===== src/rtl/core/vsm_pkg.sv =====
// Shared types and constants for the voice sample mixer.
// Used by vsm_ctrl, vsm_datapath and voice_sample_mixer_top; no dependencies.
package vsm_pkg;

    localparam int SOURCE_SLOTS_DEF = 8;
    localparam int VOICE_SLOTS_DEF  = 16;
    localparam int FRAMES_DEF       = 4096;

    localparam int SRC_CAP_W   = 4;
    localparam int VOICE_CAP_W = 5;
    localparam int CFG_W       = 5;

    localparam logic [2:0] OP_LOAD   = 3'd0;
    localparam logic [2:0] OP_START  = 3'd1;
    localparam logic [2:0] OP_STOP   = 3'd2;
    localparam logic [2:0] OP_MIX    = 3'd3;
    localparam logic [2:0] OP_REINIT = 3'd4;

    localparam logic [2:0] ST_OK          = 3'd0;
    localparam logic [2:0] ST_INVALID     = 3'd1;
    localparam logic [2:0] ST_CAPACITY    = 3'd2;
    localparam logic [2:0] ST_BAD_GAIN    = 3'd3;
    localparam logic [2:0] ST_NO_SOURCE   = 3'd4;
    localparam logic [2:0] ST_BAD_HANDLE  = 3'd5;

    localparam logic [0:0] REG_SRC_CAP   = 1'b0;
    localparam logic [0:0] REG_VOICE_CAP = 1'b1;

    localparam logic [16:0] Q15_ONE = 17'd32768;

    typedef struct packed {
        logic latch;
        logic exec;
        logic start_wr;
        logic mix_rd;
        logic mix_mul;
        logic mix_acc;
        logic mix_fin;
    } t_cmd;

    typedef struct packed {
        logic [2:0] op;
        logic       hit;
        logic       last;
    } t_stat;

endpackage


===== src/rtl/core/vsm_ctrl.sv =====
// Controller FSM of the voice sample mixer: sequences each operation.
// Depends on vsm_pkg (t_cmd, t_stat, op codes).
module vsm_ctrl (
    input  logic           i_clk,
    input  logic           i_rst_n,
    input  logic           i_start,
    output logic           o_busy,
    output logic           o_done,
    output vsm_pkg::t_cmd  o_cmd,
    input  vsm_pkg::t_stat i_stat
);

    typedef enum logic [7:0] {
        S_IDLE     = 8'b0000_0001,
        S_EXEC     = 8'b0000_0010,
        S_START_WR = 8'b0000_0100,
        S_MIX_RD   = 8'b0000_1000,
        S_MIX_MUL  = 8'b0001_0000,
        S_MIX_ACC  = 8'b0010_0000,
        S_MIX_FIN  = 8'b0100_0000,
        S_DONE     = 8'b1000_0000
    } t_state;

    t_state r_state, n_state;

    always_ff @(posedge i_clk) begin
        if (!i_rst_n) begin
            r_state <= S_IDLE;
        end else begin
            r_state <= n_state;
        end
    end

    always_comb begin
        n_state = r_state;
        o_cmd   = '0;
        unique case (r_state)
            S_IDLE: begin
                if (i_start) begin
                    o_cmd.latch = 1'b1;
                    n_state     = S_EXEC;
                end
            end
            S_EXEC: begin
                o_cmd.exec = 1'b1;
                unique case (i_stat.op)
                    vsm_pkg::OP_START: n_state = S_START_WR;
                    vsm_pkg::OP_MIX:   n_state = S_MIX_RD;
                    default:           n_state = S_DONE;
                endcase
            end
            S_START_WR: begin
                o_cmd.start_wr = 1'b1;
                n_state        = S_DONE;
            end
            S_MIX_RD: begin
                o_cmd.mix_rd = 1'b1;
                if (i_stat.hit) begin
                    n_state = S_MIX_MUL;
                end else if (i_stat.last) begin
                    n_state = S_MIX_FIN;
                end
            end
            S_MIX_MUL: begin
                o_cmd.mix_mul = 1'b1;
                n_state       = S_MIX_ACC;
            end
            S_MIX_ACC: begin
                o_cmd.mix_acc = 1'b1;
                n_state       = i_stat.last ? S_MIX_FIN : S_MIX_RD;
            end
            S_MIX_FIN: begin
                o_cmd.mix_fin = 1'b1;
                n_state       = S_DONE;
            end
            S_DONE: begin
                n_state = S_IDLE;
            end
            default: begin
                n_state = S_IDLE;
            end
        endcase
    end

    assign o_busy = (r_state != S_IDLE);
    assign o_done = (r_state == S_DONE);

    a_done_then_idle: assert property (@(posedge i_clk) disable iff (!i_rst_n)
        o_done |=> !o_busy)
        else $error("controller did not return to idle after a result");

    a_start_busy: assert property (@(posedge i_clk) disable iff (!i_rst_n)
        (i_start && !o_busy) |=> (o_busy && !o_done))
        else $error("accepted command did not start work");

endmodule


===== config.mk =====
export PLATFORM = sky130hd
export DESIGN_NAME = vsm_ctrl
export DESIGN_NICKNAME = d
export VERILOG_FILES = /design/src/rtl/core/vsm_pkg.sv /design/src/rtl/core/vsm_ctrl.sv
export SDC_FILE = /design/constraint.sdc
export NUM_CORES = 1
export LEC_CHECK = 0
export CAP_MARGIN = 5
export CORE_AREA = 2 2 39 41
export CTS_CLUSTER_DIAMETER = 120
export DETAILED_ROUTE_END_ITERATION = 16
export DIE_AREA = 0 0 41 43
export DONT_BUFFER_PORTS = 1
export PLACE_DENSITY = 0.59
export RECOVER_POWER = 25
export SLEW_MARGIN = 40
export SYNTH_ARGS = -nofsm -noshare
export SYNTH_HDL_FRONTEND = slang
export SYNTH_SLANG_ARGS = --single-unit

===== constraint.sdc =====
create_clock -name i_clk -period 3.4 [get_ports i_clk]
set_input_delay 0.68 -clock i_clk [delete_from_list [all_inputs] [get_ports i_clk]]
set_output_delay 0.68 -clock i_clk [all_outputs]
set_load 0.005 [all_outputs]

# --- Word-level counts from Yosys, hierarchy flattened ---
# Index checks and enable logic that the tools add are counted.
totals:
  ff_bits: 8
  memories: 0
  latch_bits: 0
  input_bits: 8
  romBits: 0
  word_cells: 30
  out_inout_bits: 9
  mem_bits_rw: 0
op_classes:
  div_mod_pow: 0
  n_mux: 14
  reduce_logical: 2
  bitwise: 0
  n_addsub: 0
  mul: 0
  n_shift: 0
  order_cmp: 0
  eq_ne: 13
op_table:
  columns: ["operator", "n"]
  rows:
  - ["8-bit case mux with 6 select lines", 1]
  - ["8-bit 2-to-1 mux", 3]
  - ["8-bit case mux with 2 select lines", 1]
  - ["8-bit by 1-bit == test with 1-bit output, second input constant", 1]
  - ["8-bit by 2-bit == test with 1-bit output, second input constant", 1]
  - ["8-bit by 3-bit == test with 1-bit output, second input constant", 1]
  - ["8-bit by 4-bit == test with 1-bit output, second input constant", 1]
  - ["8-bit by 5-bit == test with 1-bit output, second input constant", 1]
  - ["8-bit by 6-bit == test with 1-bit output, second input constant", 1]
  - ["8-bit by 7-bit == test with 1-bit output, second input constant", 1]
  - ["8-bit == test, second input constant", 1]
  - ["1-bit 2-to-1 mux", 8]
  - ["8-bit by 1-bit != test with 1-bit output, second input constant", 1]
  - ["7-bit 2-to-1 mux", 1]
  - ["3-bit by 1-bit == test with 1-bit output, second input constant", 1]
  - ["3-bit by 2-bit == test with 1-bit output, second input constant", 1]
  - ["3-bit != test, second input constant", 1]
  - ["2-bit != test, second input constant", 1]
  - ["2-bit AND reduction", 1]
  - ["2-bit OR reduction", 1]

# --- Longest topological paths before layout ---
# Gate-level depths: netlist of run 1.
depth:
  word_depth: 3
  mapped_depth: 4
  ltp_nobuf: 4

# --- Worst setup path after synthesis of run 1 ---
# Ideal clock, no wire load.
synth_timing:
  path_type: "reg2out"
  startpoint: "reg r_state[4]"
  endpoint: "out o_cmd[6] (netlist bit)"
  n_path_buf: 0
  path_slack_ns: 1.711
  arrival_ns: 1.009
  required_time_ns: 2.720
  path_stages_with_launch: 4
  cell_sequence: "dfxtp_1 -> nor4_4 -> nand4b_1 -> nor2_1"
synth_rtl:
  columns: ["item", "line", "text"]
  rows:
  - ["from (decl)", "vsm_ctrl.sv:24", "t_state r_state, n_state;"]
  - ["from (signal assigned)", "vsm_ctrl.sv:30", "r_state <= n_state;"]
  - ["to (decl)", "vsm_ctrl.sv:9", "output vsm_pkg::t_cmd o_cmd,"]

==> metrics.yaml, run 1 <==
outcome:
  status: "complete, no violations"
logic_synthesis:
  yosysSeqAreaShare_pct: 35.7
  synth.distinct_cells: 23
  synth-seq-cells: 8
  syn-num-nets: 63
  netlist_instances: 55
  netlist_area_sq_um: 449
  avgSynthCellArea_sq_um: 8.17
  ys_warn_count: 0
global_route:
  grt_pass1_vias: 393
  grt_usage_pct: 14.2
  antenna_found_initial: 0
  grt_pass1_wl_um: 1620
  grt_max_degree: 7
  grt_overflow: 0
clock_tree:
  cts.sinks: 8
  cts-root-buf: "clkbuf_4"
  clkLatencyLatePin_ns: 0.26
  numCtsBuffers: 3
  postCtsHoldBufs: 0
  path_clk_slew_ns: 0.05
  clock_path_buffers: 2
  cts_resized: 0
  tritoncts: "yes"
  cts_setup_buffers: 0
  htree_levels: 1
setup_path:
  crit_path_end: "o_cmd[6]"
  startpoint: "r_state[4]$_SDFFE_PN0P_"
  path_cells: "nor4_1 -> nand4b_1 -> nor2_1"
  reg2reg_from: "r_state[4]$_SDFFE_PN0P_"
  r2r_slack_ns: 1.65
  reg2reg_depth: 4
  crit_path_end_kind: "output pin"
  cp_max_fo: 5
  cp_slowest_cell: "nor4_1"
  path_class: "reg2out"
  cp-start-kind: "flop"
  critPathMaxStageDelay_ns: 0.44
  arrival_ns: 1.54
  rr_endpoint: "r_state[0]$_SDFFE_PN1P_"
  cp.required_ns: 2.72
floorplanning:
  rows: 14
  floorplan.initialDensity_pct: 32.5
  core-area_sq_mm: 0.00138
  dieHeight_um: 43
  io_pins: 17
  die_area_sq_mm: 0.00176
  fp.dieW_um: 41
detailed_routing:
  wirelength_um: 1010
  antenna_left: 0
  drc: 0
  drt_iter0_drc: 6
  routedWlPerCell_um: 13.7
  drt-vias-per-instance: 5.43
  via_count: 402
  drt-pass1-iter-count: 4
placement:
  dp_hpwl_um: 806
  portBuffers: 0
  pre_cts_slack_ns: 1.58
  gp_congestion: 0.802
sta:
  period_share_pct: 65.2
  tightestPinTransition_ns: 0.441
  finalSetupViolCount: 0
  drv_slew: 0
  finClkSkew_ns: 0.00112
  hold_viol: 0
  fin_crit_ns: 2.22
  rsz0062_at_grt: "false"
  max_slew_margin_pct: 70.3
  max_freq_mhz: 451
  final.setup.tns_ns: 0
  setup_ws_ns: 1.18
power_and_ir_drop:
  vdd_drop_max_mv: 0.190
  total_power_mw: 0.204
  p_leak_nw: 0.187
  powerDensity_mw_per_mm2: 431
cells_and_area:
  antenna_cells: 0
  drive_above_1_share_pct: 6.90
  largest_reg_flops: 8
  layout_common_cells: "8 x dfxtp_1, 7 x nor2_1, 5 x nor3_1"
  synthToLayoutAreaGrowth_pct: 5.29
  top_register: "r_state"
  layout_commonest_cell: "dfxtp_1"
  num-nets-final: 68
  reg_top3: "r_state x8"
hold_path:
  hold_class: "in2reg"
  hold_start: "i_stat[3]"
job:
  max_cap_viol_count: 0
==> cell type report <==
type | instances | area (sq um)
clock buffer | 3 | 22.5
fill | 161 | 911
inverter | 4 | 15.0
multi-input combinational | 43 | 255
sequential | 8 | 160
tap | 16 | 20.0
==> through the flow <==
step           instances  instance area, sq um  hold WS, ns  utilization, %
4_1_cts               74                   492        0.499            35.5
6_report              74                   473        0.502            34.2
3_3_place_gp          71                   469        0.563            33.9
5_1_grt               74                   473        0.494            34.2
3_5_place_dp          71                   469        0.571            33.9
2_1_floorplan         55                   449        0.531               -
==> Yosys cell counts <==
cell type | count | share of area, %
nor4_4 | 1 | 4.7
nor2b_1 | 1 | 1.4
nand3_1 | 1 | 1.1
nand3b_1 | 1 | 1.7
nor2_1 | 7 | 5.9
o21ai_0 | 1 | 1.1
and3_1 | 1 | 1.4
nor4_1 | 2 | 2.8
nor3b_1 | 2 | 3.3
nand2_1 | 4 | 3.3
and4_1 | 1 | 2.0
xor2_1 | 2 | 3.9
o21a_1 | 2 | 3.3
inv_1 | 4 | 3.3
nor3_1 | 5 | 5.6
and2_1 | 2 | 2.8
o21ai_2 | 1 | 2.0
a21o_2 | 1 | 2.0
dfxtp_1 | 8 | 36
o21bai_1 | 1 | 1.7
nand2b_1 | 3 | 4.2
a21oi_1 | 1 | 1.1
nand4b_1 | 3 | 5.9
==> worst max-delay path: cells and delay by family, from the launching register on <==
kind,cells,cell delay (ns)
and+or+nand+nor,3,0.94
DFF,1,0.34
==> worst min path at each step <==
| stage | end | cells after the start |
|---|---|---|
| global route | r_state[2]$_SDFFE_PN0P_ | 1 |
| floorplan | r_state[5]$_SDFFE_PN0P_ | 2 |
| finish | r_state[2]$_SDFFE_PN0P_ | 1 |
| detailed placement | r_state[5]$_SDFFE_PN0P_ | 2 |
| CTS | r_state[2]$_SDFFE_PN0P_ | 1 |
| global placement | r_state[5]$_SDFFE_PN0P_ | 2 |
==> per-layer routing <==
layer / wire length [um] / GRT usage (%)
met5: 0 / 0
met4: 46 / 13.3
met3: 59 / 5.24
met2: 478 / 19.7
met1: 427 / 15.6
==> power breakdown <==
group          internal [mW]  switching (mW)
registers             0.0971         0.00418
clock network         0.0405          0.0345
logic                 0.0108          0.0166
==> cells by family after synthesis <==
| logic type | count (synthesis) | synth area share [%] |
|---|---|---|
| AND/OR/NAND/NOR | 34 | 46.0 |
| flip-flops | 8 | 35.7 |
| AO/OA/AOI/OAI | 7 | 11.1 |
| buffers and inverters | 4 | 3.34 |
| XOR/XNOR | 2 | 3.90 |
Note: power is estimated with default switching activity, not from simulation.
==> inputs of run 2 (changes only) <==
--- a/config.mk
+++ b/config.mk
@@ -11,7 +11,7 @@
 export DETAILED_ROUTE_END_ITERATION = 16
 export DIE_AREA = 0 0 41 43
 export DONT_BUFFER_PORTS = 1
-export PLACE_DENSITY = 0.59
+export PLACE_DENSITY = 0.6
 export RECOVER_POWER = 25
 export SLEW_MARGIN = 40
 export SYNTH_ARGS = -nofsm -noshare
==> constraint.sdc (replaced) <==
create_clock -name i_clk -period 2 [get_ports i_clk]
set_input_delay 0.4 -clock i_clk [delete_from_list [all_inputs] [get_ports i_clk]]
set_output_delay 0.4 -clock i_clk [all_outputs]
set_load 0.005 [all_outputs]
==> metrics.yaml, run 2 (same netlist as run 1, synthesis figures left out) <==
floorplanning:
  die_area_sq_mm: 0.00176
  fp.dieW_um: 41
  floorplan.initialDensity_pct: 32.5
  dieHeight_um: 43
  io_pins: 17
  rows: 14
  core-area_sq_mm: 0.00138
cells_and_area:
  drive_above_1_share_pct: 8.62
  multi_input_area_sq_um: 270
  layout_common_cells: "8 x dfxtp_1, 7 x nor2_1, 5 x nor3_1"
  seq_area_sq_um: 160
  num-nets-final: 68
  top_register: "r_state"
  postLayoutCoreUtil_pct: 35.3
  antenna_cells: 0
  reg_top3: "r_state x8"
  fillers: 160
  largest_reg_flops: 8
  layout_commonest_cell: "dfxtp_1"
  synthToLayoutAreaGrowth_pct: 8.64
global_route:
  grt_pass1_wl_um: 1520
  grt_overflow: 0
  grt_max_degree: 7
  grt_usage_pct: 13.4
  antenna_found_initial: 0
  grt_pass1_vias: 357
setup_path:
  cp_max_fo: 5
  path_class: "reg2out"
  startpoint: "r_state[0]$_SDFFE_PN1P_"
  cp-start-kind: "flop"
  cp.required_ns: 1.60
  reg2reg_from: "r_state[4]$_SDFFE_PN0P_"
  crit_path_end_kind: "output pin"
  reg2reg_depth: 4
  rr_endpoint: "r_state[0]$_SDFFE_PN1P_"
  arrival_ns: 1.35
  r2r_slack_ns: 0.36
detailed_routing:
  drt-vias-per-instance: 5.43
  antenna_left: 0
  drc: 0
  routedWlPerCell_um: 12.8
  drt-pass1-iter-count: 4
  via_count: 402
  drt_iter0_drc: 17
  wirelength_um: 945
sta:
  drv_slew: 0
  hold_viol: 0
  max_slew_margin_pct: 64.3
  max_freq_mhz: 571
  fin_crit_ns: 1.75
  tightestPinTransition_ns: 0.530
  finalSetupViolCount: 0
  finClkSkew_ns: 0.00355
  period_share_pct: 87.6
  rsz0062_at_grt: "false"
  final.setup.tns_ns: 0
  hold_ws_ns: 0.222
clock_tree:
  clkLatencyLatePin_ns: 0.25
  clock_path_buffers: 2
  path_clk_slew_ns: 0.05
  cts_resized: 0
  cts-root-buf: "clkbuf_4"
  numCtsBuffers: 3
  cts_setup_buffers: 0
  cts.sinks: 8
  postCtsHoldBufs: 0
  htree_levels: 1
  tritoncts: "yes"
hold_path:
  hold_start: "i_stat[3]"
  hold_end: "r_state[2]$_SDFFE_PN0P_"
  min_path_cells: 1
  hold_class: "in2reg"
power_and_ir_drop:
  vdd_drop_max_mv: 0.292
  p_leak_nw: 0.194
  powerDensity_mw_per_mm2: 700
placement:
  dp_hpwl_um: 762
  gp_congestion: 0.755
  portBuffers: 0
outcome:
  status: "complete, no violations"
job:
  max_cap_viol_count: 0
==> run 2: cell counts in the layout (fill, tap and decap cells not counted) <==
Identical to the previous run, type by type.
==> run 2: report_power, final <==
part	switching (mW)	internal, mW
sequential	0.00673	0.165
combinational	0.0280	0.0185
clock	0.0544	0.0686
==> run 2: cell type report <==
type / count / area share (%)
tap: 16 / 4.10
inverter: 4 / 3.08
multi-input combinational: 43 / 55.4
clock buffer: 3 / 4.62
sequential: 8 / 32.8
==> run 2: critical path, stage by stage, from the launching register on <==
cell      delay, ns
dfxtp_1        0.34
nor3_1         0.34
nand3b_1       0.20
nor2_1         0.22
==> run 2: metal layers <==
layer / track usage (%) / vias up / part of all wire [%]
met5: 0 / - / 0
met4: 12.0 / 0 / 4.1
met3: 3.14 / 4 / 5.0
met2: 18.4 / 13 / 44
met1: 16.2 / 184 / 47
li1: - / 201 / -
==> run 2: worst max-delay path by stage <==
stage / end / slack (ns)
global route: o_cmd[3] / 0.11
floorplan: o_cmd[6] / 0.59
global placement: o_cmd[6] / 0.50
detailed placement: o_cmd[6] / 0.49
finish: o_cmd[3] / 0.25
CTS: o_cmd[6] / 0.21
==> run 2: through the flow <==
stage	area, sq um	power, mW	std cells	setup slack [ns]
after global placement	469	0.223	71	0.502
after floorplan	449	0.215	55	0.591
final	488	0.341	74	0.249
after CTS	492	0.347	74	0.208
after detailed placement	469	0.224	71	0.488
after global routing	488	0.357	74	0.111
==> inputs of run 3 (changes only) <==
--- a/config.mk
+++ b/config.mk
@@ -11,7 +11,8 @@
 export DETAILED_ROUTE_END_ITERATION = 16
 export DIE_AREA = 0 0 41 43
 export DONT_BUFFER_PORTS = 1
-export PLACE_DENSITY = 0.6
+export GPL_TIMING_DRIVEN = 0
+export PLACE_DENSITY_LB_ADDON = 0.12
 export RECOVER_POWER = 25
 export SLEW_MARGIN = 40
 export SYNTH_ARGS = -nofsm -noshare
==> metrics.yaml, run 3 (same netlist as run 1, synthesis figures left out) <==
outcome:
  status: "complete, no violations"
power_and_ir_drop:
  p_seq_share_pct: 50.5
  p_switching_mw: 0.0886
  power_frac_clock_pct: 35.7
  powerDensity_mw_per_mm2: 699
  p_comb_share_pct: 13.8
  p_leak_nw: 0.194
  swShare_pct: 26.0
  vdd_drop_max_mv: 0.265
  p_int_mw: 0.252
sta:
  hold_viol: 0
  final.setup.tns_ns: 0
  setup_ws_ns: 0.210
  finClkSkew_ns: 0.00223
  max_freq_mhz: 559
  hold_ws_ns: 0.228
  rsz0062_at_grt: "false"
  drv_slew: 0
  max_slew_margin_pct: 70.3
  tightestPinTransition_ns: 0.441
  fin_crit_ns: 1.79
  period_share_pct: 89.5
  finalSetupViolCount: 0
placement:
  dp_hpwl_um: 785
  gp_congestion: 0.647
  pre_cts_slack_ns: 0.469
  place_inst: 71
  portBuffers: 0
setup_path:
  reg2reg_depth: 4
  reg2reg_from: "r_state[4]$_SDFFE_PN0P_"
  crit_path_end_kind: "output pin"
  arrival_ns: 1.39
  path_class: "reg2out"
  critPathMaxStageDelay_ns: 0.35
  cp_slowest_cell: "nor3_1"
  cp_num_buf_inv: 0
  r2r_slack_ns: 0.40
  path_cells: "nor3_1 -> nand3b_1 -> nor2_1"
  rr_endpoint: "r_state[0]$_SDFFE_PN1P_"
  cp_max_fo: 5
  critical_path.top_delay_family: "simple AND/OR/NAND/NOR gates"
  cp.required_ns: 1.60
  cp-start-kind: "flop"
clock_tree:
  tritoncts: "yes"
  cts.sinks: 8
  htree_levels: 1
  cts-root-buf: "clkbuf_4"
  path_clk_slew_ns: 0.05
  cts_resized: 0
  postCtsHoldBufs: 0
  clock_path_buffers: 2
  numCtsBuffers: 3
  cts_setup_buffers: 0
  clkLatencyLatePin_ns: 0.25
cells_and_area:
  drive_above_1_share_pct: 8.62
  layout_commonest_cell: "dfxtp_1"
  num-nets-final: 68
  largest_reg_flops: 8
  fillers: 146
  synthToLayoutAreaGrowth_pct: 8.64
  final_cells: 74
  layout_common_cells: "8 x dfxtp_1, 7 x nor2_1, 5 x nor3_1"
  top_register: "r_state"
  antenna_cells: 0
  reg_top3: "r_state x8"
floorplanning:
  die_area_sq_mm: 0.00176
  floorplan.initialDensity_pct: 32.5
  fp.dieW_um: 41
  core-area_sq_mm: 0.00138
  dieHeight_um: 43
  rows: 14
  io_pins: 17
detailed_routing:
  drt-vias-per-instance: 5.22
  drt_iter0_drc: 4
  drt-pass1-iter-count: 2
  wirelength_um: 981
  routedWlPerCell_um: 13.3
  via_count: 386
  antenna_left: 0
  drc: 0
hold_path:
  hold_start: "i_stat[3]"
  hold_class: "in2reg"
  hold_end: "r_state[2]$_SDFFE_PN0P_"
  min_path_cells: 1
global_route:
  grt_pass1_wl_um: 1550
  antenna_found_initial: 0
  grt_usage_pct: 14.2
  grt_max_degree: 7
  grt_overflow: 0
  grt_pass1_vias: 358
job:
  max_cap_viol_count: 0
-- run 3: cell counts in the layout (fill, tap and decap cells not counted) --
No cell type changed its count.
-- run 3: worst max-delay path by stage --
stage,endpoint,cells past startpoint,slack [ns],from
2_1_floorplan,o_cmd[6],3,0.59,r_state[4]$_SDFFE_PN0P_
3_3_place_gp,o_cmd[6],3,0.46,r_state[4]$_SDFFE_PN0P_
3_5_place_dp,o_cmd[6],3,0.47,r_state[4]$_SDFFE_PN0P_
4_1_cts,o_cmd[6],3,0.19,r_state[4]$_SDFFE_PN0P_
5_1_grt,o_cmd[3],3,0.08,r_state[0]$_SDFFE_PN1P_
6_report,o_cmd[3],3,0.21,r_state[0]$_SDFFE_PN1P_
-- run 3: stage by stage --
step / power, mW / utilization [%] / instance area (sq um)
detailed placement: 0.224 / 33.9 / 469
CTS: 0.346 / 35.5 / 492
floorplan: 0.215 / - / 449
global placement: 0.223 / 33.9 / 469
global route: 0.367 / 35.3 / 488
finish: 0.341 / 35.3 / 488
-- run 3: area by class of cell --
| cell class | instances | area, sq um | share of cell area, % |
|---|---|---|---|
| Sequential cell | 8 | 160 | 32.8 |
| Tap cell | 16 | 20.0 | 4.10 |
| Inverter | 4 | 15.0 | 3.08 |
| Clock buffer | 3 | 22.5 | 4.62 |
| Multi-Input combinational cell | 43 | 270 | 55.4 |
-- run 3: metal layers --
| metal | global-route usage, % | part of all wire, % | vias up |
|---|---|---|---|
| met5 | 0 | 0 | - |
| met4 | 14.0 | 3.9 | 0 |
| met3 | 5.76 | 5.3 | 5 |
| met1 | 17.9 | 49 | 169 |
| li1 | - | - | 200 |
| met2 | 16.9 | 42 | 12 |
-- run 3: worst reg2reg max path, stage by stage, from the launching register on --
cell and delay, ns:
dfxtp_1 0.36, nor4_4 0.33, nand4b_1 0.24, o21ai_0 0.44
o21bai_1 0.17
-- run 3: power groups by stage --
stage / clock network, mW / registers [mW] / logic (mW)
global route: 0.141 / 0.173 / 0.0532
CTS: 0.125 / 0.172 / 0.0488
detailed placement: 0 / 0.175 / 0.0486
global placement: 0 / 0.175 / 0.0478
floorplan: 0 / 0.174 / 0.0406
finish: 0.122 / 0.172 / 0.0469
